### src/rtl/core/egd_pkg.sv
`default_nettype none
package egd_pkg;

  localparam int NUM_FLOORS_DEF = 16;
  localparam int NUM_CARS_DEF   = 4;

  typedef enum logic [1:0] {
    REQ_DISPATCH = 2'd0,
    REQ_STEP     = 2'd1,
    REQ_LOAD     = 2'd2,
    REQ_NOP      = 2'd3
  } req_type_t;

  localparam logic [1:0] DIR_IDLE = 2'b00;
  localparam logic [1:0] DIR_UP   = 2'b01;
  localparam logic [1:0] DIR_DOWN = 2'b11;

  localparam int PEN_FULL      = 20;
  localparam int PEN_HIGH      = 5;
  localparam int PEN_WRONG_DIR = 10;
  localparam int BONUS_IDLE    = -5;
  localparam int ROOM_MARGIN   = 3;

  // scores carry an offset of -BONUS_IDLE so they stay unsigned
  localparam int SCORE_W      = 7;
  localparam int SCORE_IDLE   = 0;
  localparam int SCORE_TOWARD = 0 - BONUS_IDLE;
  localparam int SCORE_AWAY   = PEN_WRONG_DIR - BONUS_IDLE;

  localparam logic [5:0] CAP_RESET = 6'd8;

  typedef struct packed {
    logic load_req;
    logic scan;
    logic commit;
  } cmd_t;

  typedef struct packed {
    logic scan_done;
  } sts_t;

endpackage
`default_nettype wire

### src/rtl/core/egd_ctrl.sv
`default_nettype none
module egd_ctrl import egd_pkg::*; (
  input  wire logic       clk,
  input  wire logic       rst_n,
  input  wire logic       in_tvalid,
  input  wire logic [1:0] in_tuser,
  output logic            in_tready,
  output logic            out_tvalid,
  input  wire logic       out_tready,
  input  wire sts_t       sts,
  output cmd_t            cmd
);

  typedef enum logic [3:0] {
    S_IDLE   = 4'b0001,
    S_SCAN   = 4'b0010,
    S_COMMIT = 4'b0100,
    S_RESULT = 4'b1000
  } state_t;

  state_t state_r, state_nxt;

  always_ff @(posedge clk) begin
    if (!rst_n) begin
      state_r <= S_IDLE;
    end else begin
      state_r <= state_nxt;
    end
  end

  always_comb begin
    state_nxt    = state_r;
    cmd          = '0;
    in_tready    = 1'b0;
    out_tvalid   = 1'b0;
    case (state_r)
      S_IDLE: begin
        in_tready = 1'b1;
        if (in_tvalid) begin
          cmd.load_req = 1'b1;
          state_nxt = (req_type_t'(in_tuser) == REQ_DISPATCH) ? S_SCAN : S_COMMIT;
        end
      end
      S_SCAN: begin
        cmd.scan = 1'b1;
        if (sts.scan_done) begin
          state_nxt = S_COMMIT;
        end
      end
      S_COMMIT: begin
        cmd.commit = 1'b1;
        state_nxt = S_RESULT;
      end
      S_RESULT: begin
        out_tvalid = 1'b1;
        if (out_tready) begin
          state_nxt = S_IDLE;
        end
      end
      default: begin
        state_nxt = S_IDLE;
      end
    endcase
  end

endmodule
`default_nettype wire

### src/rtl/core/egd_datapath.sv
`default_nettype none
module egd_datapath import egd_pkg::*; #(
  parameter int NUM_FLOORS = NUM_FLOORS_DEF,
  parameter int NUM_CARS   = NUM_CARS_DEF
) (
  input  wire logic        clk,
  input  wire logic        rst_n,
  input  wire logic        cfg_wr_en,
  input  wire logic [5:0]  cfg_wr_data,
  input  wire logic [1:0]  in_req_type,
  input  wire logic [1:0]  in_car,
  input  wire logic [3:0]  in_floor,
  input  wire logic [5:0]  in_load,
  input  wire cmd_t        cmd,
  output sts_t             sts,
  output logic [15:0]      out_data
);

  localparam int FW  = $clog2(NUM_FLOORS);
  localparam int CIW = (NUM_CARS > 1) ? $clog2(NUM_CARS) : 1;
  localparam logic [FW-1:0]  TOP_FLOOR = FW'(NUM_FLOORS - 1);
  localparam logic [CIW-1:0] LAST_CAR  = CIW'(NUM_CARS - 1);

  function automatic logic [FW-1:0] lsb_index(input logic [NUM_FLOORS-1:0] x);
    logic [NUM_FLOORS-1:0] iso;
    logic [FW-1:0] idx;
    iso = x & (~x + 1'b1);
    idx = '0;
    for (int i = 0; i < NUM_FLOORS; i++) begin
      if (iso[i]) idx = idx | FW'(i);
    end
    return idx;
  endfunction

  function automatic logic [FW-1:0] msb_index(input logic [NUM_FLOORS-1:0] x);
    logic [NUM_FLOORS-1:0] rev;
    for (int i = 0; i < NUM_FLOORS; i++) begin
      rev[i] = x[NUM_FLOORS-1-i];
    end
    return TOP_FLOOR - lsb_index(rev);
  endfunction

  logic [NUM_FLOORS-1:0] mask_r   [NUM_CARS];
  logic [FW-1:0]         pos_r    [NUM_CARS];
  logic [1:0]            head_r   [NUM_CARS];
  logic [5:0]            riders_r [NUM_CARS];
  logic [5:0]            cap_r;

  req_type_t       req_r;
  logic [1:0]      car_r;
  logic            car_ok_r;
  logic [FW-1:0]   floor_r;
  logic [5:0]      load_r;
  logic [CIW-1:0]  idx_r;
  logic [CIW-1:0]  best_r;
  logic [SCORE_W-1:0] best_score_r;

  logic [1:0] res_car_r;
  logic [3:0] res_floor_r;
  logic [1:0] res_dir_r;
  logic       res_stop_r;

  logic                  is_disp;
  logic [CIW-1:0]        tgt_idx, rd_idx;
  logic [NUM_FLOORS-1:0] rd_mask;
  logic [FW-1:0]         rd_pos;
  logic [1:0]            rd_head;
  logic [5:0]            rd_riders;

  assign is_disp   = (req_r == REQ_DISPATCH);
  assign tgt_idx   = is_disp ? best_r : CIW'(car_r);
  assign rd_idx    = cmd.scan ? idx_r : tgt_idx;
  assign rd_mask   = mask_r[rd_idx];
  assign rd_pos    = pos_r[rd_idx];
  assign rd_head   = head_r[rd_idx];
  assign rd_riders = riders_r[rd_idx];

  // scoring of the car under scan
  logic [5:0]         room;
  logic [SCORE_W-1:0] cap_term, dir_term, score;
  logic [FW-1:0]      fl_dist;
  logic               hit;

  always_comb begin
    room = cap_r - rd_riders;
    if (rd_riders >= cap_r) begin
      cap_term = SCORE_W'(PEN_FULL);
    end else if (room > 6'(ROOM_MARGIN)) begin
      cap_term = '0;
    end else begin
      cap_term = SCORE_W'(PEN_HIGH);
    end
    if (rd_head == DIR_IDLE) begin
      dir_term = SCORE_W'(SCORE_IDLE);
    end else if ((rd_head == DIR_UP && floor_r > rd_pos) ||
                 (rd_head == DIR_DOWN && floor_r < rd_pos)) begin
      dir_term = SCORE_W'(SCORE_TOWARD);
    end else begin
      dir_term = SCORE_W'(SCORE_AWAY);
    end
    fl_dist = (floor_r > rd_pos) ? floor_r - rd_pos : rd_pos - floor_r;
    score   = cap_term + dir_term + SCORE_W'(fl_dist);
    hit     = (rd_head == DIR_IDLE) && (rd_pos == floor_r);
  end

  assign sts.scan_done = hit || (idx_r == LAST_CAR);

  // LOOK search
  logic [NUM_FLOORS-1:0] ge_v, le_v, m_ge, m_le;
  logic [FW-1:0]         look_next;
  logic [1:0]            look_head;

  always_comb begin
    for (int i = 0; i < NUM_FLOORS; i++) begin
      ge_v[i] = (FW'(i) >= rd_pos);
      le_v[i] = (FW'(i) <= rd_pos);
    end
    m_ge = rd_mask & ge_v;
    m_le = rd_mask & le_v;
    case (rd_head)
      DIR_IDLE, DIR_UP: begin
        if (|m_ge) begin
          look_next = lsb_index(m_ge);
          look_head = DIR_UP;
        end else begin
          look_next = msb_index(rd_mask);
          look_head = DIR_DOWN;
        end
      end
      default: begin
        if (|m_le) begin
          look_next = msb_index(m_le);
          look_head = DIR_DOWN;
        end else begin
          look_next = lsb_index(rd_mask);
          look_head = DIR_UP;
        end
      end
    endcase
  end

  // commit values
  logic [NUM_FLOORS-1:0] floor_bit, next_bit;
  logic [NUM_FLOORS-1:0] new_mask;
  logic [FW-1:0]         new_pos;
  logic [1:0]            new_head;
  logic [5:0]            new_riders;
  logic                  new_stop;
  logic                  upd;

  always_comb begin
    floor_bit  = {{(NUM_FLOORS-1){1'b0}}, 1'b1} << floor_r;
    next_bit   = {{(NUM_FLOORS-1){1'b0}}, 1'b1} << look_next;
    new_mask   = rd_mask;
    new_pos    = rd_pos;
    new_head   = rd_head;
    new_riders = rd_riders;
    new_stop   = 1'b0;
    case (req_r)
      REQ_DISPATCH: begin
        new_mask = rd_mask | floor_bit;
        if (rd_head == DIR_IDLE) begin
          new_head = (floor_r > rd_pos) ? DIR_UP : DIR_DOWN;
        end
      end
      REQ_STEP: begin
        if (rd_mask == '0) begin
          new_head = DIR_IDLE;
          new_stop = 1'b1;
        end else begin
          new_mask = rd_mask & ~next_bit;
          new_pos  = look_next;
          new_head = look_head;
        end
      end
      REQ_LOAD: begin
        new_riders = (load_r > cap_r) ? cap_r : load_r;
      end
      default: begin
      end
    endcase
    upd = cmd.commit && (is_disp || car_ok_r);
  end

  always_ff @(posedge clk) begin
    if (!rst_n) begin
      cap_r <= CAP_RESET;
      for (int c = 0; c < NUM_CARS; c++) begin
        mask_r[c]   <= '0;
        pos_r[c]    <= '0;
        head_r[c]   <= DIR_IDLE;
        riders_r[c] <= '0;
      end
    end else begin
      if (cfg_wr_en) begin
        cap_r <= cfg_wr_data;
      end
      if (upd) begin
        mask_r[tgt_idx]   <= new_mask;
        pos_r[tgt_idx]    <= new_pos;
        head_r[tgt_idx]   <= new_head;
        riders_r[tgt_idx] <= new_riders;
      end
    end
  end

  always_ff @(posedge clk) begin
    if (cmd.load_req) begin
      req_r        <= req_type_t'(in_req_type);
      car_r        <= in_car;
      car_ok_r     <= (int'(in_car) < NUM_CARS);
      floor_r      <= (int'(in_floor) >= NUM_FLOORS) ? TOP_FLOOR : FW'(in_floor);
      load_r       <= in_load;
      idx_r        <= '0;
      best_r       <= '0;
      best_score_r <= '1;
    end
    if (cmd.scan) begin
      if (hit) begin
        best_r <= idx_r;
      end else if (score < best_score_r) begin
        best_score_r <= score;
        best_r       <= idx_r;
      end
      idx_r <= idx_r + 1'b1;
    end
    if (cmd.commit) begin
      res_car_r <= is_disp ? 2'(best_r) : car_r;
      if (is_disp || car_ok_r) begin
        res_floor_r <= 4'(new_pos);
        res_dir_r   <= new_head;
        res_stop_r  <= new_stop;
      end else begin
        res_floor_r <= '0;
        res_dir_r   <= DIR_IDLE;
        res_stop_r  <= 1'b0;
      end
    end
  end

  assign out_data = {7'b0, res_stop_r, res_dir_r, res_floor_r, res_car_r};

endmodule
`default_nettype wire

### src/rtl/core/elevator_group_dispatch_look.sv
`default_nettype none
// Group dispatcher for NUM_CARS elevator cars over NUM_FLOORS floors. One
// beat in gives one beat out. Dispatch scores one car per cycle in the scan
// state, then commits and presents the result; the scan ends early when an
// idle car already stands at the floor. Step, load and no-op beats skip the
// scan. The block holds one beat at a time: in_tready is low from accept
// until the result beat is taken. car_capacity is to be written through
// cfg_wr_en/cfg_wr_data only while the block is idle; nothing enforces it.
module elevator_group_dispatch_look import egd_pkg::*; #(
  parameter int NUM_FLOORS = NUM_FLOORS_DEF,
  parameter int NUM_CARS   = NUM_CARS_DEF
) (
  input  wire logic        clk,
  input  wire logic        rst_n,
  input  wire logic        cfg_wr_en,
  input  wire logic [5:0]  cfg_wr_data,
  input  wire logic        in_tvalid,
  output logic             in_tready,
  input  wire logic [15:0] in_tdata,   // car_index[1:0], floor[5:2], load[11:6]
  input  wire logic [1:0]  in_tuser,   // req_type[1:0]
  output logic             out_tvalid,
  input  wire logic        out_tready,
  output logic [15:0]      out_tdata   // car_index_res[1:0], car_floor[5:2],
                                       // direction[7:6], stopped[8]
);

  cmd_t cmd;
  sts_t sts;

  egd_ctrl u_ctrl (
    .clk        (clk),
    .rst_n      (rst_n),
    .in_tvalid  (in_tvalid),
    .in_tuser   (in_tuser),
    .in_tready  (in_tready),
    .out_tvalid (out_tvalid),
    .out_tready (out_tready),
    .sts        (sts),
    .cmd        (cmd)
  );

  egd_datapath #(
    .NUM_FLOORS (NUM_FLOORS),
    .NUM_CARS   (NUM_CARS)
  ) u_dp (
    .clk         (clk),
    .rst_n       (rst_n),
    .cfg_wr_en   (cfg_wr_en),
    .cfg_wr_data (cfg_wr_data),
    .in_req_type (in_tuser),
    .in_car      (in_tdata[1:0]),
    .in_floor    (in_tdata[5:2]),
    .in_load     (in_tdata[11:6]),
    .cmd         (cmd),
    .sts         (sts),
    .out_data    (out_tdata)
  );

endmodule
`default_nettype wire

### config.mk
export PLATFORM = sky130hd
export DESIGN_NAME = elevator_group_dispatch_look
export DESIGN_NICKNAME = d
export VERILOG_FILES = /design/src/rtl/core/egd_pkg.sv /design/src/rtl/core/egd_ctrl.sv /design/src/rtl/core/egd_datapath.sv /design/src/rtl/core/elevator_group_dispatch_look.sv
export SDC_FILE = /design/constraint.sdc
export NUM_CORES = 1
export LEC_CHECK = 0
export ABC_AREA = 0
export BUFFER_PORTS_ARGS = -buffer_cell sky130_fd_sc_hd__buf_2
export CAP_MARGIN = 20
export CORE_ASPECT_RATIO = 1.25
export CORE_MARGIN = 3
export CORE_UTILIZATION = 30
export DETAILED_ROUTE_END_ITERATION = 8
export PLACE_DENSITY = 0.53
export SYNTH_ARGS = -nofsm -noshare
export SYNTH_HDL_FRONTEND = slang
export SYNTH_HIERARCHICAL = 1
export SYNTH_SLANG_ARGS = --single-unit
### constraint.sdc
create_clock -name clk -period 15.01 [get_ports clk]
set_clock_uncertainty 0.05 [all_clocks]
set_input_delay 3.002 -clock clk [delete_from_list [all_inputs] [get_ports clk]]
set_output_delay 3.002 -clock clk [all_outputs]
set_load 0.02 [all_outputs]
Word-level counts from Yosys, hierarchy flattened
Memory sizes are Yosys's and may differ from the RTL's. Index checks and enable logic that the tools add are counted.

Flip-flop bits (word level): 44. Memory bits (writable): 112. Input bits: 29. Logic and storage cells: 238. Memories kept: 4.

Add/sub/neg operators: 12. $lt $le $gt $ge: 38. Equal/unequal tests: 13. Shifts and indexed selects: 2. Mux-type cells: 125. Bitwise gates (word level): 13. Reductions and logical operators: 18.

Memories: u_dp.mask_r (depth 4, bits a word 16, rd ports 1, clocked after memory_dff 0, wr ports 4, line egd_datapath.sv:43) `logic [NUM_FLOORS-1:0] mask_r [NUM_CARS];`; u_dp.riders_r (depth 4, bits a word 6, rd ports 1, clocked after memory_dff 0, wr ports 4, line egd_datapath.sv:46) `logic [5:0] riders_r [NUM_CARS];`; u_dp.pos_r (depth 4, bits a word 4, rd ports 1, clocked after memory_dff 0, wr ports 4, line egd_datapath.sv:44) `logic [FW-1:0] pos_r [NUM_CARS];`; u_dp.head_r (depth 4, bits a word 2, rd ports 1, clocked after memory_dff 0, wr ports 4, line egd_datapath.sv:45) `logic [1:0] head_r [NUM_CARS];`.

Operators with widths (number): 2-to-1 mux 4 bit (48); bitwise AND 16 bit (7); NOT 16 bit (5); adder 16 x 1 -> 16 bit (second input constant) (4); 2-to-1 mux 2 bit (27); 2-to-1 mux 3 bit (18); OR reduction 16 bit (3); greater-or-equal comparator 4 bit (first input constant) (8); less-or-equal comparator 4 bit (first input constant) (8); 2-to-1 mux 16 bit (2); one-hot mux 16 bit (2 select lines) (1); left shift 1 x 4 -> 16 bit (first input constant) (2); 2-to-1 mux 7 bit (4); 2-to-1 mux 1 bit (19); 2-to-1 mux 6 bit (3); greater-or-equal comparator 3 x 4 -> 1 bit (first input constant) (4); less-or-equal comparator 3 x 4 -> 1 bit (first input constant) (4); zero test 16 bit (1); OR 16 bit (1); one-hot mux 4 bit (4 select lines) (1); greater-or-equal comparator 1 x 4 -> 1 bit (first input constant) (2); greater-or-equal comparator 2 x 4 -> 1 bit (first input constant) (2); less-or-equal comparator 1 x 4 -> 1 bit (first input constant) (2); less-or-equal comparator 2 x 4 -> 1 bit (first input constant) (2); other kinds (30) (43).

Depth between registers and ports, before layout
Gate-level depths: netlist of run 1. An unclocked memory read counts as a cell.

Depth after elaboration: 35. Mapped depth: 36. Depth with buffers taken out: 30.

Hierarchy
The synthesis of run 1 kept the hierarchy.

By module, submodules not included: egd_datapath (times used 1, cells an instance 997, area each 10018.4 µm², seq. area each 4414.2 µm²); egd_ctrl (times used 1, cells an instance 27, area each 252.7 µm², seq. area each 80.1 µm²).

Worst setup path after synthesis of run 1
No wires, ideal clock.

Kind: register to register. Start point: register u_ctrl.state_r[2]. End point: register u_dp.best_score_r[5]. Setup time: 0.115 ns. Data arrival time: 6.779 ns. Slack: 8.066 ns. Cell stages (with the launch flop): 35. Clock period less this slack: 6.944 ns. Path through: dfxtp_1 > nor4b_2 > nand2b_1 > clkbuf_1 > o31ai_4 > buf_6 > buf_12 > buf_6 > clkbuf_1 > mux4_2 > inv_1 > ha_1 > nor2b_1 > o21ai_0 > nand2b_1 > nor3_1 > a31oi_1 > a2111oi_0 > nand2b_1 > fa_1 > inv_1 > ha_1 > inv_1 > fa_1 > inv_1 > ha_1 > a21oi_1 > nor2b_1 > o21ai_0 > nand2b_1 > a21oi_1 > o21ai_0 > or2_2 > clkbuf_1 > o21a_1.

RTL lines: start, declared (line egd_ctrl.sv:21) `state_t state_r, state_nxt;`; start signal, assigned (line egd_ctrl.sv:27) `state_r <= state_nxt;`; end signal, assigned (line egd_datapath.sv:222) `best_score_r <= score;`; end, declared (line egd_datapath.sv:56) `logic [SCORE_W-1:0] best_score_r;`.

==> run summary, run 1 <==
Outcome: finished, final reports clean
Asr flop ratio synth: 0%
Clock latency on the worst-skew pair: 440 ps
Largest net degree at the start of global routing: 35
DR iter-0 viols: 751
Vias: 8,437
Layout cell share with drive strength beyond 1: 16.22%
Clock Tree Root: clkbuf_16
WL/cell: 21.89 um
Reg clk slew, reported paths: 60 ps
Setup TNS: 0 ps
Met1 WL: 13,480 um
Final RePlAce weighted congestion: 0.9523
Hold-fix buffers, CTS: 0
Startpoint Class: register
Die height: 212.9 um
Total congestion overflow: 0
Pwr dens: 146.6 nW/um2
Cells after Synth: 1,024
Max VDD drop: 0.0001035 V
DR DRC count: 0
Design Area, Final: 11,360 um2
Die width: 171.5 um
Die Area: 36,510 um2
Final setup vio count: 0
FF+latch count, synth: 156
Clock Tree Buf Depth: 2
Final nets: 1,096
ANT cells: 0
Netlist cell types: 96
Num Clock Sinks: 156
Max-cap violation count: 0
Rel. slew slack: 25.45%
Cell Area, Placed: 10,700 um2
Hold Crit Class: reg2reg
Top_reg_cell synth: edfxtp_1
Num CTS Buffers: 17
1st-pass router iterations: 5
Routed length on met2: 16,070 um
Port bufs: 35
Largest stage delay, worst path: 610 ps
Core area: 33,690 um2
Fmax: 0.1313 GHz
FP Rows: 75
Post-Route WL: 32,060 um
CTS tree: yes
Syn avg cell area: 10.03 um2
Sequential share of the synthesized area: 43.76%
Most frequent CP cell: o21ai_0
IO Pins: 47
Worst slew pin tran: 1114 ps
Residual antenna-violating net count after detailed routing: 0
Setup crit end kind: register
Via-to-Cell Ratio: 5.759
HPWL after DPL: 21,870 um
Buffers & Inverters on Critical Path: 5
Starting density of the core: 30.49%
RSZ-0062 raised after global routing: no
Top cell family by delay on the critical path: simple AND/OR/NAND/NOR gates
Warnings, synthesis: 6
GRT Total Usage: 17.67%
Number of global-route vias before repair: 8,395
Final hold violation count: 0
Crit path max fanout: 26
Setup Fix Bufs, Post-CTS: 0
H-tree depth: 4
Synth Cell Area: 10,270 um2
Max Transition Viols Final: 0
CP Class: reg2reg
Leak: 4.063 nW
Commonest non-fill, non-tap cell in the layout: edfxtp_1
CP required: 15,270 ps
Minimum clock period: 7615 ps
Post-synth EDFFs: 137
Post-cts sizing count: 0
Initial antenna violation count: 0
Most frequent cells in the layout: edfxtp_1, nor2_1, nand2_1
Critical path data arrival time: 7870 ps
Worst hold margin: 426.6 ps
Max layer used: met4
Metal3 WL: 1526 um
CP max-delay cell: or2_1
Fin crit share: 50.73%
First-pass GRT wire length: 49,310 um
Area grow syn2layout: 10.59%
-- metrics by stage --
stage | cells | utilization (%) | setup slack, ps | power, mW
final | 1465 | 33.72 | 7395 | 1.665
after global routing | 1465 | 33.72 | 6722 | 1.750
after CTS | 1465 | 33.72 | 7398 | 1.663
after detailed placement | 1433 | 31.77 | 7472 | 1.172
after global placement | 1433 | 31.77 | 7506 | 1.169
after floorplan | 1030 | - | 8066 | 1.018
-- worst register-to-register path: cells and delay by family, from the launching register on --
family,cells,cell delay [ps]
muxes,1,260
DFF,1,500
AOI/OAI and AO/OA,9,1430
adders and majority gates,4,1860
and+or+nand+nor,9,1980
buffers and inverters,5,1220
xor gates and xnor gates,1,190
-- sequential cells by signal, indices dropped and copies added, names as in the netlist --
| signal | flops |
|---|---|
| u_dp/cap_r | 6 |
| u_dp/res_dir_r | 2 |
| u_dp/riders_r | 24 |
| u_dp/res_floor_r | 4 |
| u_dp/floor_r | 4 |
| u_dp/best_r | 2 |
| u_dp/res_stop_r | 1 |
| u_dp/head_r | 8 |
| u_dp/req_r | 2 |
| u_dp/car_r | 2 |
| u_ctrl/state_r | 4 |
| u_dp/mask_r | 64 |
| u_dp/load_r | 6 |
| u_dp/res_car_r | 2 |
| u_dp/idx_r | 2 |
| u_dp/pos_r | 16 |
| u_dp/best_score_r | 7 |
-- synth_stat cells, types with 9 or more instances --
master / n / area (um2)
o21ai_0: 41 / 205.2
nand2_1: 96 / 360.4
nor3_1: 19 / 95.09
a21oi_1: 94 / 470.5
nand2b_1: 10 / 62.56
buf_6: 12 / 135.1
a211oi_1: 39 / 292.8
edfxtp_1: 137 / 4114
nor4_1: 10 / 62.56
ha_1: 32 / 400.4
inv_1: 39 / 146.4
buf_4: 17 / 127.6
nand3_1: 23 / 115.1
and2_1: 19 / 118.9
or2_2: 11 / 68.82
clkbuf_1: 25 / 93.84
nor2_1: 103 / 386.6
o31ai_1: 9 / 67.56
buf_2: 18 / 90.09
nor2b_1: 17 / 106.4
o311a_1: 11 / 110.1
dfxtp_1: 19 / 380.4
o22ai_1: 20 / 125.1
-- layout make-up --
cell class | count | area, um2
fill | 3423 | 22330
multi-input combinational | 756 | 5194
sequential | 156 | 4494
tap | 423 | 529.3
clock buffer | 20 | 436.7
timing repair buffer | 55 | 325.3
clock inverter | 12 | 217.7
inverter | 43 | 161.4
-- final timing paths --
path                                  start                      endpoint  slack (ps)  cells past startpoint
max          u_ctrl/state_r[3]$_SDFFE_PN0P_  u_dp/best_score_r[0]$_DFF_P_        7400                     29
min            u_dp/best_score_r[6]$_DFF_P_  u_dp/best_score_r[6]$_DFF_P_         430                      1
max reg2reg  u_ctrl/state_r[3]$_SDFFE_PN0P_  u_dp/best_score_r[0]$_DFF_P_        7400                     29
min reg2reg    u_dp/best_score_r[6]$_DFF_P_  u_dp/best_score_r[6]$_DFF_P_         430                      1
-- where the power goes --
part / internal, mW / switching [mW]
logic: 0.211 / 0.450
clock network: 0.311 / 0.175
registers: 0.498 / 0.0183
-- metal layers --
| metal | up-vias | global-route usage (%) |
|---|---|---|
| met5 | - | 0 |
| met4 | 0 | 6.968 |
| met3 | 66 | 2.852 |
| met2 | 277 | 30.77 |
| met1 | 4203 | 21.84 |
| li1 | 3891 | - |
-- kinds of logic (layout without fill, tap and decap cells) --
| kind of cell | count (synthesis) | in the layout | synth area share (%) |
|---|---|---|---|
| compound gates | 334 | 334 | 24.36 |
| xor+xnor | 6 | 6 | 0.5116 |
| fa+ha+maj | 38 | 38 | 5.068 |
| buf+inv | 118 | 130 | 6.188 |
| flops | 156 | 156 | 43.76 |
| mux | 16 | 16 | 2.205 |
| other cells | 1 | 7 | 0.03651 |
| simple gates | 355 | 355 | 17.87 |
(Power assumes the default switching activity.)
==> run 2, diff against run 1 <==
--- a/config.mk
+++ b/config.mk
@@ -5,14 +5,14 @@
 export SDC_FILE = /design/constraint.sdc
 export NUM_CORES = 1
 export LEC_CHECK = 0
-export ABC_AREA = 0
+export ABC_AREA = 1
 export BUFFER_PORTS_ARGS = -buffer_cell sky130_fd_sc_hd__buf_2
 export CAP_MARGIN = 20
 export CORE_ASPECT_RATIO = 1.25
 export CORE_MARGIN = 3
 export CORE_UTILIZATION = 30
 export DETAILED_ROUTE_END_ITERATION = 8
-export PLACE_DENSITY = 0.53
+export PLACE_DENSITY = 0.54
 export SYNTH_ARGS = -nofsm -noshare
 export SYNTH_HDL_FRONTEND = slang
 export SYNTH_HIERARCHICAL = 1
==> constraint.sdc (replaced) <==
create_clock -name clk -period 6.63 [get_ports clk]
set_clock_uncertainty 0.05 [all_clocks]
set_input_delay 1.326 -clock clk [delete_from_list [all_inputs] [get_ports clk]]
set_output_delay 1.326 -clock clk [all_outputs]
set_load 0.02 [all_outputs]
==> run 2 against run 1 <==
Via count increased by 15%. Clock power up 94%. Sequential share of layout area shrank 2.3 points. Non-clock buffer count grew 5. Sequential power increased by 130%. Hold slack got worse by 8.2 ps. Total power is 150% higher. Sequential cell count unchanged. Final cell count grew 32%. First-iteration DRC count increased by 21%. Critical endpoint is now u_dp/best_score_r[5]$_DFF_P_. Largest cell class unchanged.
==> run summary, run 2 <==
WL/cell: 16.55 um (-24%)
Met3 usage: 2.433% (-0.42 points)
Area grow syn2layout: 11.44%
Crit path max fanout: 13 (-50%)
Number of global-route vias before repair: 9,022 (+7.5%)
Top_reg_cell synth: edfxtp_1
Sequential share of the synthesized area: 41.50% (-2.3 points)
Clock Tree Root: clkbuf_16
Max-cap violation count: 0 (unchanged)
Syn avg cell area: 7.616 um2 (-24%)
GR peak layer: met2
Synth Cell Area: 10,830 um2 (+5.4%)
Port bufs: 35 (unchanged)
Starting density of the core: 30.55% (+0.059 points)
CP Class: reg2reg
Global routing usage on met2: 29.46% (-1.3 points)
Worst hold start: u_dp/best_score_r[1]$_DFF_P_
Initial antenna violation count: 0 (unchanged)
Hold Path Cell Cnt: 2 (+1)
CP max-delay cell: fa_1
DR DRC count: 0 (unchanged)
R2R depth: 36 (+24%)
Minimum clock period: 6019 ps (-1596 ps)
FP Rows: 77 (+2.7%)
Most frequent CP cell: nand2_1
HPWL after DPL: 23,150 um (+5.8%)
Reg clk slew, reported paths: 70 ps (about the same)
Largest net degree at the start of global routing: 50 (+43%)
Startpoint Class: register
Total congestion overflow: 0 (unchanged)
CP required: 6890 ps (-8380 ps)
Final RePlAce weighted congestion: 0.9368 (-1.6%)
Layout cell share with drive strength beyond 1: 15.54% (-0.68 points)
Flop pwr share: 28.5% (-2.5 points)
RR Startpoint: u_ctrl/state_r[1]$_SDFFE_PN0P_
Commonest non-fill, non-tap cell in the layout: nand2_1
Cell Int Power: 2.287 mW (+120%)
Post-synth EDFFs: 137 (unchanged)
H-tree depth: 4 (unchanged)
Vias: 9,672 (+15%)
Setup TNS: 0 ps (unchanged)
Num CTS Buffers: 17 (unchanged)
Final hold violation count: 0 (unchanged)
Fin crit share: 90.78% (+40 points)
Max reg flops: 64 (unchanged)
RSZ-0062 raised after global routing: no
Setup crit end kind: register
Max VDD drop: 0.0002168 V (+110%)
Via-to-Cell Ratio: 4.983 (-13%)
Synth top area cells: edfxtp_1, nand2_1, nand3_1, nor2_1, inv_1
Final nets: 1,521 (+39%)
Post-synth top cells: nand2_1, nor2_1, nand3_1
CTS tree: yes
Outcome: finished, final reports clean
Most frequent cells in the layout: nand2_1, nor2_1, nand3_1
Top-area cell type share of the netlist area: 37.99% (-2.1 points)
Top flop regs: u_dp/mask_r x64, u_dp/riders_r x24, u_dp/pos_r x16
P_sw: 1.854 mW (+190%)
Largest stage delay, worst path: 480 ps (-130 ps)
Post-Route WL: 32,130 um (+0.22%)
Finished Core Util: 34.04% (+0.33 points)
Count leader, synth: nand2_1
Asr flop ratio synth: 0% (unchanged)
Netlist cell types: 53 (-45%)
Cells after Synth: 1,422 (+39%)
Die Area: 38,430 um2 (+5.3%)
GRT Total Usage: 16.77% (-0.90 points)
IO Pins: 47 (unchanged)
Die height: 218.4 um (+2.6%)
Clock Tree Buf Depth: 2 (unchanged)
Final setup vio count: 0 (unchanged)
WHS Endpoint: u_dp/best_score_r[1]$_DFF_P_
Combinational cell fraction of total power: 48.7% (+9.0 points)
Warnings, synthesis: 6 (unchanged)
Core area: 35,450 um2 (+5.2%)
Rel. slew slack: 42.59% (+17 points)
Hold-fix buffers, CTS: 0 (unchanged)
FF+latch count, synth: 156 (unchanged)
M1 GR Usage: 20.37% (-1.5 points)
Critical path data arrival time: 6280 ps (-1590 ps)
Setup slack, reg-to-reg: 610 ps (-6780 ps)
Leak: 5.533 nW (+36%)
DR iter-0 viols: 906 (+21%)
Pwr dens: 343.1 nW/um2 (+130%)
Switching share of total power: 44.77% (+6.1 points)
First-pass GRT wire length: 49,520 um (+0.42%)
Clk pwr share: 22.8% (-6.4 points)
Hold Crit Class: reg2reg
Fmax: 0.1661 GHz (+27%)
Final Total Pwr: 4.141 mW (+150%)
Biggest register: u_dp/mask_r
1st-pass router iterations: 5 (unchanged)
Critical R2R Capture: u_dp/best_score_r[5]$_DFF_P_
Residual antenna-violating net count after detailed routing: 0 (unchanged)
Clock latency on the worst-skew pair: 440 ps (about the same)
ANT cells: 0 (unchanged)
FILL cells: 3,792 (+11%)
Num Clock Sinks: 156 (unchanged)
Die width: 175.9 um (+2.6%)
Max Transition Viols Final: 0 (unchanged)
Synth area leader: edfxtp_1
Worst slew pin tran: 852.1 ps (-262.0 ps)
## run 2: area by class of cell
| cell class | instances | area, um2 | share of cell area (%) |
|---|---|---|---|
| multi-input combinational | 1034 | 5336 | 44.22 |
| sequential | 156 | 4494 | 37.24 |
| inverter | 185 | 703.2 | 5.826 |
| clock buffer | 17 | 425.4 | 3.525 |
| timing repair buffer | 60 | 374.1 | 3.100 |
| clock inverter | 15 | 142.6 | 1.182 |
| tap | 474 | 593.1 | 4.914 |
## run 2: metal layers
| layer | vias to the layer above | wire (um) |
|---|---|---|
| met5 | - | 0 |
| met1 | 4565 | 13220 |
| li1 | 4737 | - |
| met2 | 295 | 16030 |
| met4 | 0 | 1260 |
| met3 | 75 | 1624 |
## run 2: power groups by stage
| stage | Combinational (mW) | Sequential, mW | Clock [mW] |
|---|---|---|---|
| global route | 2.26 | 1.18 | 1.00 |
| finish | 2.02 | 1.18 | 0.946 |
| CTS | 2.00 | 1.18 | 0.961 |
| global placement | 1.98 | 1.20 | 0 |
| floorplan | 1.51 | 1.19 | 0 |
| detailed placement | 2.00 | 1.20 | 0 |
## run 2: cell families (layout without fill, tap and decap cells)
group                      after synthesis  after routing  synth area share [%]
other                                    1              7               0.03462
muxes                                    2              2                0.1849
and+or+nand+nor                        853            853                 36.10
xor gates and xnor gates                 7              7                0.5661
DFF                                    156            156                 41.50
AOI/OAI and AO/OA                      127            127                 7.255
buffers and inverters                  238            277                 9.554
adders and majority gates               38             38                 4.806
## run 2: worst max-delay path by stage
stage                                         from                            to
floorplan           u_ctrl/state_r[1]$_SDFFE_PN0P_  u_dp/best_score_r[5]$_DFF_P_
global placement    u_ctrl/state_r[1]$_SDFFE_PN0P_  u_dp/best_score_r[2]$_DFF_P_
detailed placement  u_ctrl/state_r[1]$_SDFFE_PN0P_  u_dp/best_score_r[5]$_DFF_P_
CTS                 u_ctrl/state_r[1]$_SDFFE_PN0P_  u_dp/best_score_r[5]$_DFF_P_
global route        u_ctrl/state_r[1]$_SDFFE_PN0P_  u_dp/best_score_r[4]$_DFF_P_
finish              u_ctrl/state_r[1]$_SDFFE_PN0P_  u_dp/best_score_r[5]$_DFF_P_
## run 2: repair_timing
action / in CTS / in global routing
gates resized for setup: 0 / 11
endpoints found under the setup margin: 0 / 7
hold endpoints to repair: 0 / 0
buffers inserted: 0 / 4
## run 2: worst max-delay path, delay by kind of cell, from the launching register on
kind	cells	cell delay (ps)
compound gates	8	1120
buf+inv	8	790
flops	1	420
fa+ha+maj	5	1720
xor+xnor	1	160
simple gates	14	1640
## run 2: stage by stage
step,hold slack (ps),instances,instance area (um2),worst slack [ps]
finish,418.5,1941,12070,611.3
global route,448.7,1941,12070,75.55
CTS,416.8,1937,12010,97.35
detailed placement,395.8,1905,11440,98.68
global placement,407.2,1905,11440,155.2
floorplan,381.2,1428,10850,564.4
